===== src/rtl/mmc_pkg.sv =====
// Shared types, codes and widths for the cartridge bank mapper.
// No dependencies; every other file imports this package.
`default_nettype none

package mmc_pkg;

    // Field widths
    localparam int CMD_W       = 3;
    localparam int ADDR_W      = 16;
    localparam int DATA_W      = 8;
    localparam int TGT_W       = 3;
    localparam int MAP_W       = 19;
    localparam int CFG_INDEX_W = 2;
    localparam int CFG_DATA_W  = 7;
    localparam int BANK_CNT_W  = 7;
    localparam int PRG_BANK_W  = 6;
    localparam int CHR_BANK_W  = 8;
    localparam int CHR_WINDOWS = 6;
    localparam int PRG_WINDOWS = 2;

    // Commands
    localparam logic [CMD_W-1:0] CMD_CPU_WRITE = 3'd0;
    localparam logic [CMD_W-1:0] CMD_CPU_READ  = 3'd1;
    localparam logic [CMD_W-1:0] CMD_PPU_READ  = 3'd2;
    localparam logic [CMD_W-1:0] CMD_PPU_WRITE = 3'd3;
    localparam logic [CMD_W-1:0] CMD_IRQ_CLOCK = 3'd4;
    localparam logic [CMD_W-1:0] CMD_NT_MAP    = 3'd5;

    // Target memories
    localparam logic [TGT_W-1:0] TGT_NONE = 3'd0;
    localparam logic [TGT_W-1:0] TGT_PRG  = 3'd1;
    localparam logic [TGT_W-1:0] TGT_SRAM = 3'd2;
    localparam logic [TGT_W-1:0] TGT_CHR  = 3'd3;
    localparam logic [TGT_W-1:0] TGT_NT   = 3'd4;

    // Configuration register indexes
    localparam logic [CFG_INDEX_W-1:0] CFG_PRG_BANK_COUNT = 2'd0;
    localparam logic [CFG_INDEX_W-1:0] CFG_CHR_IS_RAM     = 2'd1;

    localparam logic [BANK_CNT_W-1:0] PRG_BANK_COUNT_RESET = 7'd32;

    // Bank register value masks
    localparam logic [DATA_W-1:0] CHR_2K_MASK = 8'b1111_1110;

    typedef struct packed {
        logic [CMD_W-1:0]  command;
        logic [ADDR_W-1:0] address;
        logic [DATA_W-1:0] write_data;
    } mmc_item_t;

    typedef struct packed {
        logic [TGT_W-1:0] target;
        logic [MAP_W-1:0] mapped_address;
        logic             write_enable;
        logic             irq_line;
        logic             ram_enable;
        logic             ram_write_protect;
    } mmc_result_t;

    // Mapper state as seen by the translation logic
    typedef struct packed {
        logic                                 prg_mode;
        logic                                 chr_inversion;
        logic [CHR_WINDOWS-1:0][CHR_BANK_W-1:0] chr_banks;
        logic [PRG_WINDOWS-1:0][PRG_BANK_W-1:0] prg_banks;
        logic                                 mirror_horizontal;
        logic                                 irq_pending_next;
        logic [1:0]                           ram_protect_next;
    } mmc_view_t;

endpackage

`default_nettype wire


===== src/rtl/mmc_if.sv =====
// Valid/ready channel interfaces for command beats and result beats.
// Depends on mmc_pkg for field widths.
`default_nettype none

interface mmc_in_if;
    import mmc_pkg::*;

    logic              valid;
    logic              ready;
    logic [CMD_W-1:0]  command;
    logic [ADDR_W-1:0] address;
    logic [DATA_W-1:0] write_data;

    modport source (output valid, output command, output address, output write_data,
                    input ready);
    modport sink   (input valid, input command, input address, input write_data,
                    output ready);
endinterface

interface mmc_out_if;
    import mmc_pkg::*;

    logic             valid;
    logic             ready;
    logic [TGT_W-1:0] target;
    logic [MAP_W-1:0] mapped_address;
    logic             write_enable;
    logic             irq_line;
    logic             ram_enable;
    logic             ram_write_protect;

    modport source (output valid, output target, output mapped_address,
                    output write_enable, output irq_line, output ram_enable,
                    output ram_write_protect, input ready);
    modport sink   (input valid, input target, input mapped_address,
                    input write_enable, input irq_line, input ram_enable,
                    input ram_write_protect, output ready);
endinterface

`default_nettype wire


===== src/rtl/mmc_state.sv =====
// Mapper register file and scanline IRQ counter, updated once per beat.
// Depends on mmc_pkg.
`default_nettype none

module mmc_state (
    input  wire logic               clk,
    input  wire logic               rst_n,
    input  wire logic               advance,
    input  wire mmc_pkg::mmc_item_t item,
    output mmc_pkg::mmc_view_t      view
);
    import mmc_pkg::*;

    logic [2:0]                             register_select_reg, register_select_next;
    logic                                   prg_mode_reg, prg_mode_next;
    logic                                   chr_inversion_reg, chr_inversion_next;
    logic [CHR_WINDOWS-1:0][CHR_BANK_W-1:0] chr_banks_reg, chr_banks_next;
    logic [PRG_WINDOWS-1:0][PRG_BANK_W-1:0] prg_banks_reg, prg_banks_next;
    logic                                   mirror_horizontal_reg, mirror_horizontal_next;
    logic [1:0]                             ram_protect_reg, ram_protect_next;
    logic [DATA_W-1:0]                      irq_reload_reg, irq_reload_next;
    logic [DATA_W-1:0]                      irq_count_reg, irq_count_next;
    logic                                   irq_enable_reg, irq_enable_next;
    logic                                   irq_pending_reg, irq_pending_next;

    logic              odd;
    logic [DATA_W-1:0] d;

    assign odd = item.address[0];
    assign d   = item.write_data;

    // Next state for the beat in the input register
    always_comb
    begin
        register_select_next   = register_select_reg;
        prg_mode_next          = prg_mode_reg;
        chr_inversion_next     = chr_inversion_reg;
        chr_banks_next         = chr_banks_reg;
        prg_banks_next         = prg_banks_reg;
        mirror_horizontal_next = mirror_horizontal_reg;
        ram_protect_next       = ram_protect_reg;
        irq_reload_next        = irq_reload_reg;
        irq_count_next         = irq_count_reg;
        irq_enable_next        = irq_enable_reg;
        irq_pending_next       = irq_pending_reg;

        case (item.command)
            CMD_CPU_WRITE:
            begin
                if (item.address[15])
                begin
                    case (item.address[14:13])
                        2'd0:
                        begin
                            if (!odd)
                            begin
                                register_select_next = d[2:0];
                                prg_mode_next        = d[6];
                                chr_inversion_next   = d[7];
                            end
                            else if (register_select_reg < 3'd2)
                                chr_banks_next[register_select_reg] = d & CHR_2K_MASK;
                            else if (register_select_reg < 3'd6)
                                chr_banks_next[register_select_reg] = d;
                            else
                                prg_banks_next[register_select_reg[0]] = d[PRG_BANK_W-1:0];
                        end
                        2'd1:
                        begin
                            if (!odd)
                                mirror_horizontal_next = d[0];
                            else
                                ram_protect_next = d[7:6];
                        end
                        2'd2:
                        begin
                            if (!odd)
                                irq_reload_next = d;
                            else
                                irq_count_next = '0;
                        end
                        default:
                        begin
                            if (!odd)
                            begin
                                irq_enable_next  = 1'b0;
                                irq_pending_next = 1'b0;
                            end
                            else
                                irq_enable_next = 1'b1;
                        end
                    endcase
                end
            end
            CMD_IRQ_CLOCK:
            begin
                // Reload at zero, otherwise count down
                if (irq_count_reg == '0)
                    irq_count_next = irq_reload_reg;
                else
                    irq_count_next = irq_count_reg - 8'd1;
                if (irq_count_next == '0 && irq_enable_reg)
                    irq_pending_next = 1'b1;
            end
            default:
            begin
            end
        endcase
    end

    // State registers
    always_ff @(posedge clk or negedge rst_n)
    begin
        if (!rst_n)
        begin
            register_select_reg   <= '0;
            prg_mode_reg          <= 1'b0;
            chr_inversion_reg     <= 1'b0;
            chr_banks_reg         <= '0;
            prg_banks_reg         <= '0;
            mirror_horizontal_reg <= 1'b0;
            ram_protect_reg       <= '0;
            irq_reload_reg        <= '0;
            irq_count_reg         <= '0;
            irq_enable_reg        <= 1'b0;
            irq_pending_reg       <= 1'b0;
        end
        else if (advance)
        begin
            register_select_reg   <= register_select_next;
            prg_mode_reg          <= prg_mode_next;
            chr_inversion_reg     <= chr_inversion_next;
            chr_banks_reg         <= chr_banks_next;
            prg_banks_reg         <= prg_banks_next;
            mirror_horizontal_reg <= mirror_horizontal_next;
            ram_protect_reg       <= ram_protect_next;
            irq_reload_reg        <= irq_reload_next;
            irq_count_reg         <= irq_count_next;
            irq_enable_reg        <= irq_enable_next;
            irq_pending_reg       <= irq_pending_next;
        end
    end

    // Current mapping state plus the status bits reported after this beat
    always_comb
    begin
        view.prg_mode          = prg_mode_reg;
        view.chr_inversion     = chr_inversion_reg;
        view.chr_banks         = chr_banks_reg;
        view.prg_banks         = prg_banks_reg;
        view.mirror_horizontal = mirror_horizontal_reg;
        view.irq_pending_next  = irq_pending_next;
        view.ram_protect_next  = ram_protect_next;
    end

endmodule

`default_nettype wire


===== src/rtl/mmc_xlate.sv =====
// Address translation: PRG, CHR, save RAM and nametable decode for one beat.
// Depends on mmc_pkg.
`default_nettype none

module mmc_xlate (
    input  wire logic                               item_valid,
    input  wire mmc_pkg::mmc_item_t                 item,
    input  wire mmc_pkg::mmc_view_t                 view,
    input  wire logic [mmc_pkg::BANK_CNT_W-1:0]     prg_bank_count,
    input  wire logic                               chr_is_ram,
    output mmc_pkg::mmc_result_t                    result,
    output logic                                    has_result
);
    import mmc_pkg::*;

    logic [ADDR_W-1:0]     a;
    logic [1:0]            slot;
    logic [1:0]            slot_eff;
    logic [PRG_BANK_W-1:0] fixed_last;
    logic [PRG_BANK_W-1:0] fixed_second;
    logic [PRG_BANK_W-1:0] prg_page;
    logic [MAP_W-1:0]      prg_offset;
    logic [2:0]            chr_window;
    logic [2:0]            chr_index;
    logic [CHR_BANK_W-1:0] chr_page;
    logic [MAP_W-1:0]      chr_offset;
    logic [MAP_W-1:0]      sram_offset;
    logic [MAP_W-1:0]      nt_offset;

    assign a = item.address;

    // PRG: last bank fixed, second-last swaps with the first window in mode 1
    assign fixed_last   = prg_bank_count[PRG_BANK_W-1:0] - 6'd1;
    assign fixed_second = prg_bank_count[PRG_BANK_W-1:0] - 6'd2;
    assign slot         = a[14:13];
    assign slot_eff     = slot ^ {view.prg_mode, 1'b0};

    always_comb
    begin
        case (slot)
            2'd1:    prg_page = view.prg_banks[1];
            2'd3:    prg_page = fixed_last;
            default: prg_page = (slot_eff == 2'd0) ? view.prg_banks[0] : fixed_second;
        endcase
    end

    assign prg_offset = {prg_page, a[12:0]};

    // CHR: two 2 KB windows and four 1 KB windows, A12 inverted on request
    assign chr_window = a[12:10] ^ {view.chr_inversion, 2'b00};
    assign chr_index  = chr_window[2] ? (chr_window - 3'd2) : {2'b00, chr_window[1]};
    assign chr_page   = view.chr_banks[chr_index];
    assign chr_offset = chr_window[2] ? {1'b0, chr_page, a[9:0]}
                                      : {1'b0, chr_page[7:1], a[10:0]};

    assign sram_offset = {6'd0, a[12:0]};

    // Horizontal mirroring puts A11 on offset bit 10
    assign nt_offset = view.mirror_horizontal ? {8'd0, a[11], a[9:0]}
                                              : {8'd0, a[10:0]};

    // Result selection
    always_comb
    begin
        result     = '0;
        has_result = item_valid;
        case (item.command)
            CMD_CPU_WRITE:
            begin
                if (!a[15] && a[14:13] == 2'b11)
                begin
                    result.target         = TGT_SRAM;
                    result.mapped_address = sram_offset;
                    result.write_enable   = 1'b1;
                end
            end
            CMD_CPU_READ:
            begin
                if (a[15])
                begin
                    result.target         = TGT_PRG;
                    result.mapped_address = prg_offset;
                end
                else if (a[14:13] == 2'b11)
                begin
                    result.target         = TGT_SRAM;
                    result.mapped_address = sram_offset;
                end
            end
            CMD_PPU_READ:
            begin
                if (a[15:13] == 3'd0)
                begin
                    result.target         = TGT_CHR;
                    result.mapped_address = chr_offset;
                end
            end
            CMD_PPU_WRITE:
            begin
                if (a[15:13] == 3'd0 && chr_is_ram)
                begin
                    result.target         = TGT_CHR;
                    result.mapped_address = chr_offset;
                    result.write_enable   = 1'b1;
                end
            end
            CMD_IRQ_CLOCK:
            begin
            end
            CMD_NT_MAP:
            begin
                result.target         = TGT_NT;
                result.mapped_address = nt_offset;
            end
            default: has_result = 1'b0;
        endcase
        result.irq_line          = view.irq_pending_next;
        result.ram_enable        = view.ram_protect_next[1];
        result.ram_write_protect = view.ram_protect_next[0];
    end

endmodule

`default_nettype wire


===== src/rtl/cartridge_bank_mapper_with_scanline_irq_top.sv =====
// Top level of the cartridge bank mapper: input register, state, translation
// and result register. Depends on mmc_pkg, mmc_if, mmc_state and mmc_xlate.
//
// Usage:
//   in_ch carries one command beat (command, address, write_data) per cycle;
//   out_ch returns one result beat (target, mapped_address, write_enable,
//   irq_line, ram_enable, ram_write_protect) for each command 0 to 5.
//   Commands 6 and 7 are consumed and give no result.
//   A beat accepted from in_ch waits in the input register until the result
//   register is free, and its result is then loaded there, raising
//   out_ch.valid for commands 0 to 5. Throughput is one beat per cycle while
//   out_ch.ready stays high, set by the single translation stage between the two registers.
//   Configuration (cfg_write_enable, cfg_index, cfg_data) writes one register
//   per enabled edge, the bank count or the CHR RAM flag; write only while idle.
//   Reset clears the mapper registers, the IRQ counter and both pipeline
//   valid bits; the bank count returns to 32 and CHR is treated as ROM.
//   When out_ch.ready is low the result holds; the input register keeps
//   one further beat, and in_ch.ready drops until the result is taken.
`default_nettype none

module cartridge_bank_mapper_with_scanline_irq_top (
    input  wire logic                               clk,
    input  wire logic                               rst_n,
    input  wire logic                               cfg_write_enable,
    input  wire logic [mmc_pkg::CFG_INDEX_W-1:0]    cfg_index,
    input  wire logic [mmc_pkg::CFG_DATA_W-1:0]     cfg_data,
    mmc_in_if.sink                                  in_ch,
    mmc_out_if.source                               out_ch
);
    import mmc_pkg::*;

    logic [BANK_CNT_W-1:0] prg_bank_count_reg;
    logic                  chr_is_ram_reg;

    logic        in_valid_reg, in_valid_next;
    mmc_item_t   in_item_reg;
    logic        out_valid_reg, out_valid_next;
    mmc_result_t out_result_reg;

    logic        advance;
    logic        accept;
    mmc_view_t   view;
    mmc_result_t result;
    logic        has_result;

    // Configuration registers
    always_ff @(posedge clk or negedge rst_n)
    begin
        if (!rst_n)
        begin
            prg_bank_count_reg <= PRG_BANK_COUNT_RESET;
            chr_is_ram_reg     <= 1'b0;
        end
        else if (cfg_write_enable)
        begin
            case (cfg_index)
                CFG_PRG_BANK_COUNT: prg_bank_count_reg <= cfg_data[BANK_CNT_W-1:0];
                CFG_CHR_IS_RAM:     chr_is_ram_reg     <= cfg_data[0];
                default:
                begin
                end
            endcase
        end
    end

    // Handshake: input register moves on when the result register is free
    assign advance     = in_valid_reg && (!out_valid_reg || out_ch.ready);
    assign in_ch.ready = !in_valid_reg || advance;
    assign accept      = in_ch.valid && in_ch.ready;

    always_comb
    begin
        if (accept)
            in_valid_next = 1'b1;
        else if (advance)
            in_valid_next = 1'b0;
        else
            in_valid_next = in_valid_reg;

        if (advance)
            out_valid_next = has_result;
        else if (out_ch.ready)
            out_valid_next = 1'b0;
        else
            out_valid_next = out_valid_reg;
    end

    always_ff @(posedge clk or negedge rst_n)
    begin
        if (!rst_n)
        begin
            in_valid_reg  <= 1'b0;
            out_valid_reg <= 1'b0;
        end
        else
        begin
            in_valid_reg  <= in_valid_next;
            out_valid_reg <= out_valid_next;
        end
    end

    // Payload registers
    always_ff @(posedge clk)
    begin
        if (accept)
        begin
            in_item_reg.command    <= in_ch.command;
            in_item_reg.address    <= in_ch.address;
            in_item_reg.write_data <= in_ch.write_data;
        end
        if (advance)
            out_result_reg <= result;
    end

    mmc_state u_state (
        .clk     (clk),
        .rst_n   (rst_n),
        .advance (advance),
        .item    (in_item_reg),
        .view    (view)
    );

    mmc_xlate u_xlate (
        .item_valid     (in_valid_reg),
        .item           (in_item_reg),
        .view           (view),
        .prg_bank_count (prg_bank_count_reg),
        .chr_is_ram     (chr_is_ram_reg),
        .result         (result),
        .has_result     (has_result)
    );

    // Result channel
    assign out_ch.valid             = out_valid_reg;
    assign out_ch.target            = out_result_reg.target;
    assign out_ch.mapped_address    = out_result_reg.mapped_address;
    assign out_ch.write_enable      = out_result_reg.write_enable;
    assign out_ch.irq_line          = out_result_reg.irq_line;
    assign out_ch.ram_enable        = out_result_reg.ram_enable;
    assign out_ch.ram_write_protect = out_result_reg.ram_write_protect;

endmodule

`default_nettype wire

===== src/flat_wrapper.sv =====
// flat-port wrapper written by rule: the top's interface ports become plain ports
module cartridge_bank_mapper_with_scanline_irq_top_flat import mmc_pkg::*;
  (clk, rst_n, cfg_write_enable, cfg_index, cfg_data, in_ch_valid, in_ch_command, in_ch_address, in_ch_write_data, in_ch_ready, out_ch_valid, out_ch_target, out_ch_mapped_address, out_ch_write_enable, out_ch_irq_line, out_ch_ram_enable, out_ch_ram_write_protect, out_ch_ready);
  mmc_in_if in_ch_i ();
  mmc_out_if out_ch_i ();
  input  wire logic clk;
  input  wire logic rst_n;
  input  wire logic cfg_write_enable;
  input  wire logic [mmc_pkg::CFG_INDEX_W-1:0] cfg_index;
  input  wire logic [mmc_pkg::CFG_DATA_W-1:0] cfg_data;
  input wire logic [$bits(in_ch_i.valid)-1:0] in_ch_valid;
  input wire logic [$bits(in_ch_i.command)-1:0] in_ch_command;
  input wire logic [$bits(in_ch_i.address)-1:0] in_ch_address;
  input wire logic [$bits(in_ch_i.write_data)-1:0] in_ch_write_data;
  output wire logic [$bits(in_ch_i.ready)-1:0] in_ch_ready;
  output wire logic [$bits(out_ch_i.valid)-1:0] out_ch_valid;
  output wire logic [$bits(out_ch_i.target)-1:0] out_ch_target;
  output wire logic [$bits(out_ch_i.mapped_address)-1:0] out_ch_mapped_address;
  output wire logic [$bits(out_ch_i.write_enable)-1:0] out_ch_write_enable;
  output wire logic [$bits(out_ch_i.irq_line)-1:0] out_ch_irq_line;
  output wire logic [$bits(out_ch_i.ram_enable)-1:0] out_ch_ram_enable;
  output wire logic [$bits(out_ch_i.ram_write_protect)-1:0] out_ch_ram_write_protect;
  input wire logic [$bits(out_ch_i.ready)-1:0] out_ch_ready;
  assign in_ch_i.valid = in_ch_valid;
  assign in_ch_i.command = in_ch_command;
  assign in_ch_i.address = in_ch_address;
  assign in_ch_i.write_data = in_ch_write_data;
  assign in_ch_ready = in_ch_i.ready;
  assign out_ch_valid = out_ch_i.valid;
  assign out_ch_target = out_ch_i.target;
  assign out_ch_mapped_address = out_ch_i.mapped_address;
  assign out_ch_write_enable = out_ch_i.write_enable;
  assign out_ch_irq_line = out_ch_i.irq_line;
  assign out_ch_ram_enable = out_ch_i.ram_enable;
  assign out_ch_ram_write_protect = out_ch_i.ram_write_protect;
  assign out_ch_i.ready = out_ch_ready;
  cartridge_bank_mapper_with_scanline_irq_top u_core (.clk(clk), .rst_n(rst_n), .cfg_write_enable(cfg_write_enable), .cfg_index(cfg_index), .cfg_data(cfg_data), .in_ch(in_ch_i), .out_ch(out_ch_i));
endmodule

===== config.mk =====
export PLATFORM = sky130hd
export DESIGN_NAME = cartridge_bank_mapper_with_scanline_irq_top_flat
export DESIGN_NICKNAME = d
export VERILOG_FILES = /design/src/rtl/mmc_pkg.sv /design/src/rtl/mmc_if.sv /design/src/rtl/mmc_state.sv /design/src/rtl/mmc_xlate.sv /design/src/rtl/cartridge_bank_mapper_with_scanline_irq_top.sv /design/src/flat_wrapper.sv
export SDC_FILE = /design/constraint.sdc
export NUM_CORES = 1
export LEC_CHECK = 0
export BUFFER_PORTS_ARGS = -buffer_cell sky130_fd_sc_hd__buf_2
export CAP_MARGIN = 0
export CORE_MARGIN = 3
export CORE_UTILIZATION = 57
export CTS_BUF_LIST = sky130_fd_sc_hd__clkbuf_16
export DETAILED_ROUTE_END_ITERATION = 16
export PLACE_DENSITY = 0.86
export SLEW_MARGIN = 20
export SYNTH_ARGS = -nofsm -noshare
export SYNTH_HDL_FRONTEND = slang
export SYNTH_SLANG_ARGS = --single-unit

===== constraint.sdc =====
create_clock -name clk -period 2.7 [get_ports clk]
set_input_delay 0.27 -clock clk [delete_from_list [all_inputs] [get_ports clk]]
set_output_delay 0.27 -clock clk [all_outputs]
set_load 0.005 [all_outputs]

Yosys cells after proc, flatten, opt, wreduce, memory -nomap -nowiden
Index checks and enable logic that the tools add are counted.
Widths: inputs -> output; s select.
- flip-flop bits (word level): 148
- input port bits: 41
- add/subtract/negate cells: 4
- order comparisons: 7
- equality and inequality tests: 12
- multiplexer cells: 44
- bitwise logic cells: 6
- reductions and logical operators: 34
- operators with widths (kind ; number):
    $pmux 22 s5 ; 1
    $bwmux 48 ; 2
    $mux 48 ; 2
    $mux 22 ; 3
    $mux 8 ; 7
    $mux 21 ; 2
    $bmux 8 s3 ; 1
    $demux 8 s3 ; 1
    $mux 11 ; 2
    $reduce_and 5->1 ; 4
    $logic_not 8->1 ; 2
    $pmux 8 s2 ; 1
    $bwmux 12 ; 1
    $mux 6 ; 2
    $pmux 6 s2 ; 1
    $mux 1 ; 10
    $lt 3x4->1 const B ; 2
    $mux 2 ; 4
    $reduce_bool 2->1 ; 4
    $sub 8x1->8 const B ; 1
    $logic_and 1x1->1 ; 7
    $reduce_and 7->1 ; 1
    $demux 6 s1 ; 1
    $eq 3x2->1 const B ; 2
    other kinds (28) ; 43

Logic depth before layout (Yosys ltp)
Gate-level depths: netlist of run 1.
- depth after elaboration: 8
- gate-level depth with buffers: 10
- gate-level depth less buffers: 7

By module
A second synthesis of run 1 with hierarchy kept.
- cells, all modules: 513
- area, all modules: 6911.6 um^2
- modules (own cells, without submodules) (module ; times used ; cells each ; area each (um^2) ; sequential area each (um^2)):
    mmc_state ; 1 ; 285 ; 3814.9 ; 2152.1
    cartridge_bank_mapper_with_scanline_irq_top ; 1 ; 80 ; 1999.4 ; 1843.0
    mmc_xlate ; 1 ; 148 ; 1097.3 ; 0.0

Worst setup path after synthesis of run 1
Ideal clock, no wire load.
- kind: register to register
- start point: register u_core.u_state.irq_count_reg[0]
- end point: register u_core.out_result_reg, in the netlist u_core.out_ch.irq_line, data pin
- library setup time: 132 ps
- arrival: 2307 ps
- data required time: 2568 ps
- path slack: 260 ps
- cell stages (with the launch flop): 11
- cells stage by stage: dfrtp_1 -> clkbuf_1 -> inv_1 -> ha_1 -> buf_2 -> or4b_1 -> or4_1 -> buf_2 -> o32ai_1 -> nand4_1 -> nand2_1
- RTL lines (element ; line ; text):
    start: declaration ; mmc_state.sv:22 ; logic [DATA_W-1:0] irq_count_reg, irq_count_next;
    start signal: assignment ; mmc_state.sv:138 ; irq_count_reg <= irq_count_next;
    end signal: assignment ; cartridge_bank_mapper_with_scanline_irq_top.sv:112 ; out_result_reg <= result;
    end: declaration ; cartridge_bank_mapper_with_scanline_irq_top.sv:38 ; mmc_result_t out_result_reg;

Worst setup path after layout of run 1
- start point: register u_core.in_item_reg[24] in the netlist's numbering
- end point: register u_core.u_state.chr_banks_reg, in the netlist u_core.u_state.view[25]
- cells in the longest elaborated chain, start to end: 2
- RTL lines (element ; line ; text):
    start: declaration ; cartridge_bank_mapper_with_scanline_irq_top.sv:36 ; mmc_item_t in_item_reg;
    $logic_not 3->1 ; mmc_state.sv:47 ; case (item.command)
    $reduce_and 6->1 (no source line) ; - ;
    end signal: assignment ; mmc_state.sv:133 ; chr_banks_reg <= chr_banks_next;
    end: declaration ; mmc_state.sv:17 ; logic [CHR_WINDOWS-1:0][CHR_BANK_W-1:0] chr_banks_reg, chr_banks_next;
No other way between the ends.
A chain may end at the register's enable or synchronous reset.

==> impl_metrics.yaml, run 1 <==
setup_path:
  cp.arrival_ns: 2.91
  setup.worst_path.start: "u_core.in_item_reg[24]$_DFFE_PP_"
  cp_cell_sequence: "nor3_4 > nand3_2 > or4_1 > nor3b_4 > mux2_2"
  rrSetupSlack_ns: 0.1
  cp.required_ns: 3.00
  critical-path-max-stage-delay_ns: 0.67
  crit_buf_inv: 0
  r2r-start: "u_core.in_item_reg[24]$_DFFE_PP_"
  critPathSlowestCell: "or4_1"
  critPathMaxFanout: 7
  crit_family: "simple AND/OR/NAND/NOR gates"
  worstSetupPathType: "register to register"
  start_kind: "register"
  crit_path_end_kind: "register"
worst_hold_path:
  hp-class: "input pin to register"
  worstHoldStart: "in_ch_address[4]"
yosys:
  ys_types: 62
  async_reset_ff_share_pct: 63.7
  syn-num-nets: 555
  ys.warnings.count: 0
  yosysSeqAreaShare_pct: 58.9
  synthCells: 510
  synth_seq_cells: 146
  synth_edf_count: 53
  synth-main-ff-cell: "dfrtp_1"
  syn_area_mm2: 0.00665
  avgSynthCellArea_um2: 13.0
flow_run:
  drv_cap: 0
sta:
  finClkSkew_ns: 0.00868
  hold_viol: 0
  setup_viol: 0
  fin_setup_tns_ns: 0
  slew_viol_final: 0
  fmax_mhz: 384
  min_period_ns: 2.60
  rsz0062_at_grt: "false"
  tightest_slew_ns: 0.764
  period_share_pct: 96.5
  max_slew_margin_pct: 48.7
cts:
  cts_made_buffers: 17
  clk_path_buf_depth: 2
  clk_latency_ns: 0.42
  cts_tree: "done"
  clk_pin_slew_worst_paths_ns: 0.07
  clockRootBuffer: "clkbuf_16"
  clock-sinks: 146
  ctsResizeCount: 0
  htree_levels: 4
floorplan:
  rows: 38
  core-area_mm2: 0.0111
  start_util_pct: 59.8
  die_x_um: 114
  die_y_um: 114
  io_pins: 69
  dieArea_mm2: 0.0130
global_route:
  antenna_found_initial: 0
  grt_pass1_vias: 4722
  overflow: 0
  grt_util_all_layers_pct: 24.4
  grt_first_pass_wirelength_um: 24300
  grt_max_degree: 94
power_and_ir_drop:
  swShare_pct: 28.6
  power_mw: 6.25
  intPower_mw: 4.47
  seqPwrFrac_pct: 43.8
  switchingPower_mw: 1.79
  clkPwrFrac_pct: 40.4
  p_per_area_mw_per_mm2: 794
  pwr-share-comb_pct: 15.8
  peakVddDrop_uv: 726
  p_leak_nw: 3.55
placed_design:
  hpwl_um: 9780
  portBuffers: 67
  gp_congestion: 0.913
  placed_area_mm2: 0.00722
cells_and_area:
  area_growth_pct: 18.5
  nFillCells: 745
  largest_reg_flops: 58
  most-common-layout-cells: "92 x dfrtp_1, 88 x mux2_2, 66 x buf_2, 53 x edfxtp_1, 33 x nand2_1"
  final_layout_size_suffix_gt1_share_pct: 36.3
  antenna_cells: 0
  nets: 640
  final_cell_area_mm2: 0.00788
  layout_commonest_cell: "dfrtp_1"
route:
  drc_errors: 0
  drt-wirelength-per-cell_um: 20.5
  via_per_inst: 6.09
  dr.pass1.iters: 6
  drt_iter0_markers: 359
  final_antenna_net_count: 0
  wl_um: 15300
  routed-via-count: 4556
run_status:
  status: "finished clean"
-- per-layer routing --
layer	GRT usage (%)	part of all wire, %	up-vias
met4	9.11	2.2	0
met1	31.4	41	2297
met2	41.0	51	183
met3	5.09	6.0	35
li1	-	-	2041
met5	0	0	-
-- path summary, 6_finish.rpt --
| kind | to | cells past startpoint |
|---|---|---|
| min | u_core.in_item_reg[12]$_DFFE_PP_ | 1 |
| min in group asynchronous | u_core.prg_bank_count_reg[3]$_DFFE_PN0P_ | 3 |
| min reg2reg | u_core.u_state.view[37]$_DFFE_PN0P_ | 1 |
| max in group asynchronous | u_core.prg_bank_count_reg[0]$_DFFE_PN0P_ | 3 |
| max reg2reg | u_core.u_state.view[25]$_DFFE_PN0P_ | 5 |
| max | u_core.u_state.view[25]$_DFFE_PN0P_ | 5 |
-- synth_stat cells (all sizes together), types with 3 or more instances --
cell type / count / area share (%)
or2: 3 / 0.28
o21a: 3 / 0.34
ha: 4 / 0.75
xnor2: 9 / 1.2
a21boi: 4 / 0.45
a211o: 3 / 0.40
mux2: 89 / 15
nor2b: 6 / 0.56
nand2b: 8 / 0.75
edfxtp: 53 / 24
o211ai: 3 / 0.34
clkbuf: 11 / 0.62
buf: 12 / 0.92
nand3b: 5 / 0.56
xor2: 3 / 0.40
o21bai: 3 / 0.34
dfrtp: 92 / 35
nor3: 8 / 0.94
a222oi: 3 / 0.45
mux2i: 12 / 1.8
nor3b: 7 / 1.1
nand2: 33 / 1.9
o21ai: 28 / 2.1
inv: 11 / 0.62
and2: 13 / 1.2
a211oi: 3 / 0.34
nor2: 26 / 1.5
nand3: 9 / 0.75
nand4: 3 / 0.28
o22ai: 3 / 0.28
a21oi: 10 / 0.75
-- layout make-up --
| class | instances | area, µm² | share of cell area (%) |
|---|---|---|---|
| Clock buffer | 17 | 425 | 5.40 |
| Inverter | 11 | 41.3 | 0.524 |
| Timing Repair Buffer | 89 | 518 | 6.57 |
| Tap cell | 140 | 175 | 2.22 |
| Multi-Input combinational cell | 330 | 2590 | 32.8 |
| Sequential cell | 146 | 3920 | 49.8 |
| Clock inverter | 15 | 213 | 2.70 |
-- power by group through the flow --
stage	Clock [mW]	Sequential (mW)	Combinational (mW)
3_5_place_dp	0	2.76	0.962
6_report	2.53	2.74	0.989
2_1_floorplan	0	2.64	0.757
5_1_grt	2.63	2.77	1.10
4_1_cts	2.55	2.73	0.984
3_3_place_gp	0	2.75	0.926
-- per-stage QoR --
step / utilization (%) / setup WS [ns] / hold slack, ns / instances
after detailed placement: 64.9 / 0.122 / 0.362 / 713
final: 70.8 / 0.0954 / 0.0189 / 748
after CTS: 70.7 / 0.0792 / 0.00812 / 746
after global routing: 70.8 / 0.00861 / 0.00952 / 748
after floorplan: - / 0.260 / -0.0256 / 510
after global placement: 64.9 / 0.196 / 0.355 / 713
-- logic make-up after synthesis --
family | count (synthesis) | synth area share [%]
compound gates | 78 | 7.77
xor+xnor | 12 | 1.58
fa+ha+maj | 4 | 0.753
buf+inv | 34 | 2.16
flops | 146 | 58.9
mux | 103 | 17.6
simple gates | 133 | 11.2
-- timing repair --
action                     in CTS  in global routing
setup endpoints to repair       0                 10
hold endpoints to repair       92                  0
buffers inserted                0                  2
hold buffers                    1                  0
Note: power is estimated with default switching activity, not from simulation.
==> run 2: changes to the inputs <==
--- a/config.mk
+++ b/config.mk
@@ -7,11 +7,13 @@
 export LEC_CHECK = 0
 export BUFFER_PORTS_ARGS = -buffer_cell sky130_fd_sc_hd__buf_2
 export CAP_MARGIN = 0
+export CELL_PAD_IN_SITES_DETAIL_PLACEMENT = 1
+export CELL_PAD_IN_SITES_GLOBAL_PLACEMENT = 2
 export CORE_MARGIN = 3
-export CORE_UTILIZATION = 57
+export CORE_UTILIZATION = 41
 export CTS_BUF_LIST = sky130_fd_sc_hd__clkbuf_16
 export DETAILED_ROUTE_END_ITERATION = 16
-export PLACE_DENSITY = 0.86
+export PLACE_DENSITY = 0.88
 export SLEW_MARGIN = 20
 export SYNTH_ARGS = -nofsm -noshare
 export SYNTH_HDL_FRONTEND = slang
==> impl_metrics.yaml, run 2 (synthesized netlist as in run 1, its figures left out) <==
run_status:
  status: "finished clean"
sta:
  tightest_slew_ns: 0.779
  fmax_mhz: 390
  hold_viol: 0
  min_period_ns: 2.57
  finClkSkew_ns: 0.0103
  slew_viol_final: 0
  rsz0062_at_grt: "false"
  fin_hold_ws_ns: 0.0199
  period_share_pct: 95.0
  fin_setup_tns_ns: 0
  setup_viol: 0
  max_slew_margin_pct: 47.9
cts:
  htree_levels: 4
  clk_latency_ns: 0.43
  cts_made_buffers: 17
  ctsResizeCount: 0
  clockRootBuffer: "clkbuf_16"
  clk_path_buf_depth: 2
  clk_pin_slew_worst_paths_ns: 0.06
  clock-sinks: 146
  cts_tree: "done"
placed_design:
  place_inst: 789
  placed_area_mm2: 0.00734
  hpwl_um: 11400
  gp_congestion: 0.845
  portBuffers: 67
cells_and_area:
  largest_reg_flops: 58
  final_cell_area_mm2: 0.00799
  area_growth_pct: 20.1
  nets: 648
  final_layout_size_suffix_gt1_share_pct: 36.2
  layout_commonest_cell: "dfrtp_1"
  nFillCells: 1638
  most-common-layout-cells: "92 x dfrtp_1, 88 x mux2_2, 66 x buf_2, 53 x edfxtp_1, 33 x nand2_1"
  fin_cells: 827
  antenna_cells: 0
floorplan:
  start_util_pct: 42.8
  die_y_um: 133
  die_x_um: 133
  io_pins: 69
  core-area_mm2: 0.0155
  rows: 45
  dieArea_mm2: 0.0178
setup_path:
  ff2ff_path_depth: 5
  crit_buf_inv: 0
  rrSetupSlack_ns: 0.13
  cp_cell_sequence: "nor3_4 > nand3_2 > or4_1 > nor3b_4 > mux2_2"
  crit_path_end_kind: "register"
  critPathMaxFanout: 7
  worstSetupPathType: "register to register"
  setup.worst_path.start: "u_core.in_item_reg[25]$_DFFE_PP_"
  r2r-start: "u_core.in_item_reg[25]$_DFFE_PP_"
  crit_family: "simple AND/OR/NAND/NOR gates"
  cp.required_ns: 3.00
  cp.arrival_ns: 2.87
  reg2reg_to: "u_core.u_state.view[30]$_DFFE_PN0P_"
  cp.depth: 5
  critical-path-max-stage-delay_ns: 0.68
  critPathSlowestCell: "or4_1"
  crit_path_end: "u_core.u_state.view[30]$_DFFE_PN0P_"
  start_kind: "register"
global_route:
  grt_max_degree: 43
  grt_pass1_vias: 4940
  grt_util_all_layers_pct: 19.7
  antenna_found_initial: 0
  grt_first_pass_wirelength_um: 27000
  overflow: 0
route:
  routed-via-count: 4499
  via_per_inst: 5.44
  dr.pass1.iters: 4
  drt-wirelength-per-cell_um: 20.3
  final_antenna_net_count: 0
  wl_um: 16800
  drt_iter0_markers: 332
  drc_errors: 0
power_and_ir_drop:
  p_leak_nw: 3.56
  peakVddDrop_uv: 455
  p_per_area_mw_per_mm2: 761
worst_hold_path:
  hp-class: "input pin to register"
flow_run:
  drv_cap: 0
==> run 2: cell count changes in the layout (fill, tap and decap cells not counted), sizes merged <==
cell         previous run  this run
clkinv                  1         6
dlygate4sd3             1         6
inv                    20        16
buf                    88        91
bufinv                  3         2
==> run 2: where the power goes <==
| part | total [mW] | switching, mW | internal, mW |
|---|---|---|---|
| sequential | 2.74 | 0.233 | 2.51 |
| clock | 2.33 | 0.957 | 1.37 |
| combinational | 1.01 | 0.544 | 0.467 |
| total | 6.08 | 1.73 | 4.34 |
==> run 2: per-stage QoR <==
step	setup slack, ns	util (%)	power (mW)
after global routing	0.0480	51.4	6.39
after floorplan	0.260	-	3.40
final	0.134	51.4	6.08
after detailed placement	0.177	47.2	3.78
after global placement	0.235	47.2	3.72
after CTS	0.143	51.1	6.15
==> run 2: repair_timing <==
action,in CTS,in global routing
setup buffers,0,0
endpoints found under the hold margin,40,4
hold buffers,2,4
==> run 2: final cells by class <==
type / instances / area (µm²) / share of cell area, %
Inverter: 11 / 41.3 / 0.517
Clock buffer: 17 / 425 / 5.33
Timing Repair Buffer: 97 / 591 / 7.40
Clock inverter: 15 / 158 / 1.97
Multi-Input combinational cell: 330 / 2590 / 32.4
Sequential cell: 146 / 3920 / 49.1
Tap cell: 211 / 264 / 3.31
==> run 2: worst min path at each step <==
stage	from	to	slack (ns)	cells past startpoint
finish	in_ch_address[5]	u_core.in_item_reg[13]$_DFFE_PP_	0.02	1
global route	in_ch_address[0]	u_core.in_item_reg[8]$_DFFE_PP_	0.003	1
global placement	rst_n	u_core.u_state.view[9]$_DFFE_PN0P_	0.30	1
CTS	in_ch_address[0]	u_core.in_item_reg[8]$_DFFE_PP_	0.0003	1
floorplan	rst_n	u_core.chr_is_ram_reg$_DFFE_PN0P_	-0.03	0
detailed placement	rst_n	u_core.u_state.view[7]$_DFFE_PN0P_	0.31	1
==> run 2: layer usage <==
metal / share of wire [%] / up-vias / track usage (%)
met2: 52 / 103 / 34.9
met4: 1.5 / 0 / 6.29
met1: 42 / 2318 / 24.2
met5: 0 / - / 0
met3: 4.1 / 15 / 4.15
li1: - / 2063 / -
